$ cat src/rtl/core/nbev_pkg.sv
// Package for the noise burst envelope VCA: configuration register indexes,
// reset values, opcode codes and the configuration and result-flag structs.
// Used by nbev_env and noise_burst_envelope_vca; depends on nothing.
package nbev_pkg;

   localparam int CSR_INDEX_W = 3;
   localparam int CSR_DATA_W  = 24;
   localparam int COEF_W      = 17;
   localparam int COEF_FRAC   = 16;
   localparam int COUNT_W     = 10;
   localparam int START_AMP_W = 24;

   localparam logic [CSR_INDEX_W-1:0] CSR_DECAY_ENABLE        = 3'd0;
   localparam logic [CSR_INDEX_W-1:0] CSR_DECAY_COEF          = 3'd1;
   localparam logic [CSR_INDEX_W-1:0] CSR_RISE_COEF           = 3'd2;
   localparam logic [CSR_INDEX_W-1:0] CSR_RISE_LENGTH         = 3'd3;
   localparam logic [CSR_INDEX_W-1:0] CSR_ENVELOPE_LENGTH     = 3'd4;
   localparam logic [CSR_INDEX_W-1:0] CSR_RETRIGGER_AMPLITUDE = 3'd5;
   localparam logic [CSR_INDEX_W-1:0] CSR_FRESH_AMPLITUDE     = 3'd6;

   localparam logic OP_SAMPLE  = 1'b0;
   localparam logic OP_TRIGGER = 1'b1;

   localparam logic [COEF_W-1:0]      RST_DECAY_COEF          = 17'd64881;
   localparam logic [COEF_W-1:0]      RST_RISE_COEF           = 17'd66198;
   localparam logic [COUNT_W-1:0]     RST_RISE_LENGTH         = 10'd140;
   localparam logic [COUNT_W-1:0]     RST_ENVELOPE_LENGTH     = 10'd600;
   localparam logic [START_AMP_W-1:0] RST_RETRIGGER_AMPLITUDE = 24'd335544;
   localparam logic [START_AMP_W-1:0] RST_FRESH_AMPLITUDE     = 24'd503316;

   typedef struct packed {
      logic                   decay_enable;
      logic [COEF_W-1:0]      decay_coef;
      logic [COEF_W-1:0]      rise_coef;
      logic [COUNT_W-1:0]     rise_length;
      logic [COUNT_W-1:0]     envelope_length;
      logic [START_AMP_W-1:0] retrigger_amplitude;
      logic [START_AMP_W-1:0] fresh_amplitude;
   } nbev_cfg_type;

   typedef struct packed {
      logic idle_flag;
      logic is_trigger_reply;
   } nbev_flags_type;

endpackage

$ cat src/rtl/core/nbev_env.sv
// Envelope state and arithmetic: holds count, amplitude and idle, scales a
// sample by the held amplitude and advances the envelope on each step.
// Depends on nbev_pkg.
module nbev_env #(
   parameter int SAMPLE_WIDTH  = 16,
   parameter int AMP_FRAC_BITS = 24
) (
   input  logic                     clock,
   input  logic                     reset,
   input  logic                     step,
   input  logic                     opcode,
   input  logic [SAMPLE_WIDTH-1:0]  sample_in,
   input  nbev_pkg::nbev_cfg_type   cfg,
   output logic [SAMPLE_WIDTH-1:0]  sample_out,
   output nbev_pkg::nbev_flags_type flags
);
   import nbev_pkg::*;

   localparam int SW     = SAMPLE_WIDTH;
   localparam int AF     = AMP_FRAC_BITS;
   localparam int ScaleW = AF + COEF_W + 1;
   localparam int StartW = (AF > START_AMP_W) ? AF : START_AMP_W;
   localparam logic [ScaleW-1:0]   ScaleRound = ScaleW'(1) << (COEF_FRAC - 1);
   localparam logic [SW+AF:0]      VcaRound   = (SW + AF + 1)'(1) << (AF - 1);
   localparam logic [AF-1:0]       AmpMax     = {AF{1'b1}};

   logic [COUNT_W-1:0] count_ff, count_in;
   logic [AF-1:0]      amp_ff, amp_in;
   logic               idle_ff, idle_in;

   logic               in_rise;
   logic [COEF_W-1:0]  coef_sel;
   logic [ScaleW-1:0]  scale_full;
   logic [AF+1:0]      scale_shift;
   logic [AF-1:0]      amp_scaled;
   logic [StartW-1:0]  start_ext;
   logic [AF-1:0]      start_amp;
   logic signed [SW+AF:0] vca_prod;
   logic signed [SW+AF:0] vca_sum;
   logic [SW:0]        vca_shift;
   logic [SW-1:0]      vca_out;

   always_comb begin
      in_rise     = count_ff < cfg.rise_length;
      coef_sel    = in_rise ? cfg.rise_coef : cfg.decay_coef;
      scale_full  = ScaleW'(amp_ff) * ScaleW'(coef_sel) + ScaleRound;
      scale_shift = scale_full[ScaleW-1:COEF_FRAC];
      amp_scaled  = (|scale_shift[AF+1:AF]) ? AmpMax : scale_shift[AF-1:0];

      start_ext = StartW'((count_ff > cfg.rise_length) ? cfg.retrigger_amplitude
                                                       : cfg.fresh_amplitude);
      start_amp = (start_ext > StartW'(AmpMax)) ? AmpMax : start_ext[AF-1:0];

      vca_prod  = $signed(sample_in) * $signed({1'b0, amp_ff});
      vca_sum   = vca_prod + $signed(VcaRound);
      vca_shift = vca_sum[SW+AF:AF];
      if (vca_shift[SW] != vca_shift[SW-1]) begin
         vca_out = {vca_shift[SW], {(SW-1){~vca_shift[SW]}}};
      end else begin
         vca_out = vca_shift[SW-1:0];
      end
   end

   always_comb begin
      count_in = count_ff;
      amp_in   = amp_ff;
      idle_in  = idle_ff;
      unique case (opcode)
         OP_TRIGGER: begin
            count_in = '0;
            amp_in   = start_amp;
         end
         OP_SAMPLE: begin
            if (in_rise) begin
               count_in = count_ff + COUNT_W'(1);
               idle_in  = 1'b0;
               amp_in   = amp_scaled;
            end else begin
               if (count_ff < cfg.envelope_length) begin
                  count_in = count_ff + COUNT_W'(1);
                  idle_in  = 1'b0;
               end else begin
                  idle_in = 1'b1;
               end
               amp_in = cfg.decay_enable ? amp_scaled : '0;
            end
         end
         default: begin
            count_in = count_ff;
         end
      endcase
   end

   always_ff @(posedge clock) begin
      if (reset) begin
         count_ff <= '0;
         amp_ff   <= '0;
         idle_ff  <= 1'b1;
      end else if (step) begin
         count_ff <= count_in;
         amp_ff   <= amp_in;
         idle_ff  <= idle_in;
      end
   end

   always_comb begin
      if (opcode == OP_TRIGGER) begin
         sample_out             = '0;
         flags.idle_flag        = idle_ff;
         flags.is_trigger_reply = 1'b1;
      end else begin
         sample_out             = vca_out;
         flags.idle_flag        = idle_in;
         flags.is_trigger_reply = 1'b0;
      end
   end

   a_trigger_clears_count: assert property (@(posedge clock) disable iff (reset)
      step && opcode == OP_TRIGGER |=> count_ff == '0)
      else $error("count not cleared by a trigger");

   a_end_sets_idle: assert property (@(posedge clock) disable iff (reset)
      step && opcode == OP_SAMPLE && !in_rise && count_ff >= cfg.envelope_length
      |=> idle_ff && $stable(count_ff))
      else $error("envelope end did not hold count and set idle");

   a_trigger_keeps_idle: assert property (@(posedge clock) disable iff (reset)
      step && opcode == OP_TRIGGER |=> idle_ff == $past(idle_ff))
      else $error("trigger changed the idle state");

endmodule

$ cat src/rtl/core/noise_burst_envelope_vca.sv
// Noise burst envelope VCA, top level: input register, envelope unit and result register.
// A request beat passes the input register, then the result register. Throughput is
// one beat per cycle while rsp_stall is low; the envelope state updates as each item
// leaves the input register, so consecutive items see each other's updates.
// Reset clears both pipeline stages, the envelope state and sets every
// configuration register to its default.
module noise_burst_envelope_vca #(
   parameter int SAMPLE_WIDTH  = 16,
   parameter int AMP_FRAC_BITS = 24
) (
   input  logic                             clock,
   input  logic                             reset,
   input  logic                             req_valid,
   output logic                             req_stall,
   input  logic                             req_opcode,
   input  logic [SAMPLE_WIDTH-1:0]          req_sample_in,
   output logic                             rsp_valid,
   input  logic                             rsp_stall,
   output logic [SAMPLE_WIDTH-1:0]          rsp_sample_out,
   output logic                             rsp_idle_flag,
   output logic                             rsp_is_trigger_reply,
   input  logic                             csr_valid,
   output logic                             csr_ready,
   input  logic [nbev_pkg::CSR_INDEX_W-1:0] csr_index,
   input  logic [nbev_pkg::CSR_DATA_W-1:0]  csr_data
);
   import nbev_pkg::*;

   nbev_cfg_type            cfg_ff, cfg_in;
   logic                    s1_valid_ff, s1_valid_in;
   logic                    s1_opcode_ff;
   logic [SAMPLE_WIDTH-1:0] s1_sample_ff;
   logic                    out_valid_ff, out_valid_in;
   logic [SAMPLE_WIDTH-1:0] out_sample_ff;
   nbev_flags_type          out_flags_ff;
   logic                    advance;
   logic                    take;
   logic                    step;
   logic [SAMPLE_WIDTH-1:0] env_sample;
   nbev_flags_type          env_flags;

   assign csr_ready = 1'b1;

   always_comb begin
      cfg_in = cfg_ff;
      if (csr_valid) begin
         unique case (csr_index)
            CSR_DECAY_ENABLE:        cfg_in.decay_enable        = csr_data[0];
            CSR_DECAY_COEF:          cfg_in.decay_coef          = csr_data[COEF_W-1:0];
            CSR_RISE_COEF:           cfg_in.rise_coef           = csr_data[COEF_W-1:0];
            CSR_RISE_LENGTH:         cfg_in.rise_length         = csr_data[COUNT_W-1:0];
            CSR_ENVELOPE_LENGTH:     cfg_in.envelope_length     = csr_data[COUNT_W-1:0];
            CSR_RETRIGGER_AMPLITUDE: cfg_in.retrigger_amplitude = csr_data[START_AMP_W-1:0];
            CSR_FRESH_AMPLITUDE:     cfg_in.fresh_amplitude     = csr_data[START_AMP_W-1:0];
            default:                 cfg_in = cfg_ff;
         endcase
      end
   end

   always_ff @(posedge clock) begin
      if (reset) begin
         cfg_ff.decay_enable        <= 1'b0;
         cfg_ff.decay_coef          <= RST_DECAY_COEF;
         cfg_ff.rise_coef           <= RST_RISE_COEF;
         cfg_ff.rise_length         <= RST_RISE_LENGTH;
         cfg_ff.envelope_length     <= RST_ENVELOPE_LENGTH;
         cfg_ff.retrigger_amplitude <= RST_RETRIGGER_AMPLITUDE;
         cfg_ff.fresh_amplitude     <= RST_FRESH_AMPLITUDE;
      end else begin
         cfg_ff <= cfg_in;
      end
   end

   assign advance = !out_valid_ff || !rsp_stall;
   assign step    = s1_valid_ff && advance;
   assign take    = !s1_valid_ff || advance;
   assign req_stall = !take;

   always_comb begin
      s1_valid_in  = take ? req_valid : s1_valid_ff;
      out_valid_in = advance ? s1_valid_ff : out_valid_ff;
   end

   always_ff @(posedge clock) begin
      if (reset) begin
         s1_valid_ff  <= 1'b0;
         out_valid_ff <= 1'b0;
      end else begin
         s1_valid_ff  <= s1_valid_in;
         out_valid_ff <= out_valid_in;
      end
   end

   always_ff @(posedge clock) begin
      if (take && req_valid) begin
         s1_opcode_ff <= req_opcode;
         s1_sample_ff <= req_sample_in;
      end
      if (step) begin
         out_sample_ff <= env_sample;
         out_flags_ff  <= env_flags;
      end
   end

   nbev_env #(
      .SAMPLE_WIDTH  (SAMPLE_WIDTH),
      .AMP_FRAC_BITS (AMP_FRAC_BITS)
   ) u_env (
      .clock      (clock),
      .reset      (reset),
      .step       (step),
      .opcode     (s1_opcode_ff),
      .sample_in  (s1_sample_ff),
      .cfg        (cfg_ff),
      .sample_out (env_sample),
      .flags      (env_flags)
   );

   assign rsp_valid            = out_valid_ff;
   assign rsp_sample_out       = out_sample_ff;
   assign rsp_idle_flag        = out_flags_ff.idle_flag;
   assign rsp_is_trigger_reply = out_flags_ff.is_trigger_reply;

   a_trigger_reply_silent: assert property (@(posedge clock) disable iff (reset)
      rsp_valid && rsp_is_trigger_reply |-> rsp_sample_out == '0)
      else $error("trigger reply carries a non-zero sample");

   a_stall_only_when_full: assert property (@(posedge clock) disable iff (reset)
      req_stall |-> s1_valid_ff && out_valid_ff)
      else $error("request stalled with room in the pipeline");

   a_step_fills_output: assert property (@(posedge clock) disable iff (reset)
      step |=> out_valid_ff)
      else $error("stepped item did not reach the result register");

endmodule
$ cat config.mk
export PLATFORM = sky130hd
export DESIGN_NAME = noise_burst_envelope_vca
export DESIGN_NICKNAME = d
export VERILOG_FILES = /design/src/rtl/core/nbev_pkg.sv /design/src/rtl/core/nbev_env.sv /design/src/rtl/core/noise_burst_envelope_vca.sv
export SDC_FILE = /design/constraint.sdc
export NUM_CORES = 2
export LEC_CHECK = 0
export BUFFER_PORTS_ARGS = -buffer_cell sky130_fd_sc_hd__buf_2
export CAP_MARGIN = 20
export CORE_UTILIZATION = 55
export CTS_BUF_LIST = sky130_fd_sc_hd__clkbuf_4
export DETAILED_ROUTE_END_ITERATION = 16
export GPL_TIMING_DRIVEN = 0
export MAX_ROUTING_LAYER = met4
export PLACE_DENSITY = 0.71
export SYNTH_ARGS = -nofsm -noshare
export SYNTH_HDL_FRONTEND = slang
export SYNTH_SLANG_ARGS = --single-unit
$ cat constraint.sdc
create_clock -name clock -period 11.1 [get_ports clock]
set_clock_uncertainty 0.2 [all_clocks]
set_input_delay 2.22 -clock clock [delete_from_list [all_inputs] [get_ports clock]]
set_output_delay 2.22 -clock clock [all_outputs]
set_load 0.01 [all_outputs]
==> run metrics <==
syn_nets 4,820; die width roughly 250 um; Buffers on Ports 65; worst setup path endpoint u_env.amp_ff[20]; max-slew violations 0; cell area after synthesis ~33,000 sq um; reg2reg end u_env.amp_ff[20]; area grow syn2layout 5.01%; crit path DAT about 11 ns; mux cell area share after synthesis 0.0153; Total GRT Usage 0.344; top cells by count, synth 774 x inv_1, 733 x nand2_1, 635 x fa_1, 289 x ha_1, 272 x and2_1; first-pass GRT wire length between 150 and 200 mm; CTS clk-pin slew, worst paths about 0.22 ns; post-synthesis compound-gate area fraction 0.0734; full die area between 60,000 and 70,000 sq um; Worst Setup End Kind flip-flop; CTS tree yes; Root Driver clkbuf_4; Synth area leaders fa_1 38%, ha_1 11%, inv_1 8.7%, dfxtp_1 8.4%, nand2_1 8.2%; num ports 70; share of the synthesized area in the top cell type 0.381; PwrDens 129 nW/um^2; WL per Instance around 21 um; Final Hold Vio Count 0; Hold Path Class flip-flop to flip-flop; Reg2Reg Setup Slack 0.47 ns; unrepaired setup endpoints after global routing false; Crit Path Class flip-flop to flip-flop; Crit-path slowest cell nor4_1; XOR/XNOR Fraction of Synth Area 0.0110; run status complete, no violations; Most used DFF post-synth dfxtp_1; TNS Setup 0 ns; share of cells above drive strength 1 0.0368; Post-Route WL about 98 mm; worst reg-to-reg path cell count 28; Lkg Pwr about 17 nW; Skew-Pair Late Insertion Delay approximately 0.76 ns; drt drc 0; synthesized flop and latch total roughly 180; most frequent CP cell fa_1; CP max FO 10; CTS Buf Count 17; cell with the most instances after synthesis inv_1; Hold-fix buffers, CTS 0; number of vias per cell between 5 and 6; max_slew headroom 0.214; Overflow after GRT 0; crit start category flip-flop; die height approximately 250 um; Std-Cell Rows between 80 and 90; Cell variety after synth 67; final antenna-violating net count 0; largest family of logic cells by synthesized area adder cells; Synth Area per Inst between 8 and 9 sq um; EDFF count, synth 35; critical path startpoint u_env.count_ff[3]; Critical Path Max Stage Delay 0.99 ns; largest net degree at the start of global routing 28; Post-Synth Simple-Gate Area 0.185; drt first-iter violations between 2,000 and 2,500; CP required 11.56 ns; minimum hold slack between 0.2 and 0.3 ns; Yosys top cell by area fa_1; GPL Wtd Cong around 0.98; Mapped Cells between 3,000 and 4,000; maxcap violations 0; DP HPWL roughly 80 mm; worst reg2reg path startpoint u_env.count_ff[3]; core footprint 59,500 sq um; Final period util 0.957; Final Setup Violations 0; Worst VDD drop 241 uV; asr flop ratio synth 0; sequential share of the synthesized area 0.116; routed vias 26,600; Pre-antenna DRT Iters 8; Initial Utilization 0.561; fin nets roughly 4,900; vias in the first global route between 20,000 and 30,000; actual slew at the worst max-slew pin 1.17 ns; Synth Area in Adders 0.489; fmax between 90 and 100 MHz; CTS sink cnt between 150 and 200; Yosys warnings 0; H-tree Lvls 4; clk buf depth 2; Period minus WS final between 10 and 15 ns; number of antenna violations at the first check in global routing 7
-- logic make-up (layout without fill, tap and decap cells) --
family	count (synthesis)	count (layout)
multiplexers	48	48
XOR/XNOR	42	42
buffers and inverters	973	1071
AND/OR/NAND/NOR	1311	1311
other	1	4
flip-flops	175	175
AO/OA/AOI/OAI	373	373
adder cells (fa/ha/maj)	924	924
-- cell type report --
| cell class | count | area (sq um) |
|---|---|---|
| plain buffers | 199 | 761 |
| multi-input cells | 2699 | 25900 |
| flip-flops and latches | 175 | 3850 |
| well taps | 773 | 967 |
| clock buffers | 17 | 128 |
| clock inverters | 15 | 216 |
| inverters | 774 | 2910 |
| repair buffers | 66 | 333 |
| fillers | 5519 | 24400 |
| diodes | 3 | 7.51 |
-- per-stage QoR --
step           utilization  cell area, sq um  instances  power (W)  setup slack, ns
3_3_place_gp         0.583             34700       4685    0.00398            0.106
3_5_place_dp         0.583             34700       4685    0.00404           0.0722
4_1_cts              0.589             35000       4717    0.00451            0.217
6_report             0.589             35000       4721    0.00454            0.475
5_1_grt              0.589             35000       4721    0.00501            0.132
2_1_floorplan            -             33400       3847    0.00313             2.79
-- layer usage --
| metal | share of wire | vias to the layer above | wire [um] | GRT usage |
|---|---|---|---|---|
| met5 | 0 | - | 0 | - |
| met4 | 0.041 | 0 | 4020 | 0.126 |
| met3 | 0.10 | 207 | 9900 | 0.0821 |
| met2 | 0.45 | 1121 | 43400 | 0.517 |
| met1 | 0.41 | 13400 | 40200 | 0.453 |
| li1 | - | 11900 | - | - |
-- sequential cells by signal, indices dropped and copies added (netlist names) --
signal,cells
rsp_valid,1
s1_sample_ff,16
s1_opcode_ff,1
rsp_idle_flag,1
s1_valid_ff,1
rsp_sample_out,16
rsp_is_trigger_reply,1
cfg_ff,103
u_env.amp_ff,24
u_env.count_ff,10
u_env.idle_ff,1
-- critical path, delay by kind of cell (launching register included) --
kind	cells	cell delay (ns)
and+or+nand+nor	4	1.88
adders and majority gates	8	3.60
DFF	1	0.53
buffers and inverters	7	1.84
xor gates and xnor gates	1	0.20
muxes	1	0.45
AOI/OAI and AO/OA	7	1.78
-- worst min-delay path by stage --
stage | endpoint | cells past startpoint | start
after global placement | rsp_is_trigger_reply | 0 | s1_opcode_ff
final | cfg_ff[81] | 2 | cfg_ff[81]
after detailed placement | rsp_is_trigger_reply | 0 | s1_opcode_ff
after global routing | cfg_ff[79] | 2 | cfg_ff[79]
after floorplan | rsp_is_trigger_reply | 0 | s1_opcode_ff
after CTS | cfg_ff[7] | 2 | cfg_ff[7]
-- placed cells by master, fill, tap and decap left out, types with 12 or more instances in the layout --
cell,count
inv_1,774
nand2_1,733
fa_1,635
ha_1,289
and2_1,272
clkbuf_1,186
dfxtp_1,140
a21oi_1,124
nor2_1,83
buf_2,72
nor2b_1,51
a21o_1,48
nand3b_1,41
o21ai_0,39
nand2b_1,36
edfxtp_1,35
mux2i_1,25
xor2_1,24
mux2_2,23
o211ai_1,23
nand3_1,22
a211oi_1,21
nand4_1,18
o21ai_1,18
xnor2_1,18
clkbuf_4,17
nor3_1,15
o21a_1,12
o31ai_1,12
-- report_power, final --
group | internal (W) | switching [W] | total [W]
registers | 0.000699 | 0.0000698 | 0.000769
logic | 0.00130 | 0.00202 | 0.00332
clock network | 0.000119 | 0.000332 | 0.000451
-- what timing repair did --
item / in CTS / in global routing
hold endpoints to repair: 0 / 0
setup endpoints to repair: 7 / 24
resized for setup: 1 / 1
buffers inserted: 0 / 1
pin swaps: 0 / 1
(Power assumes the default switching activity.)
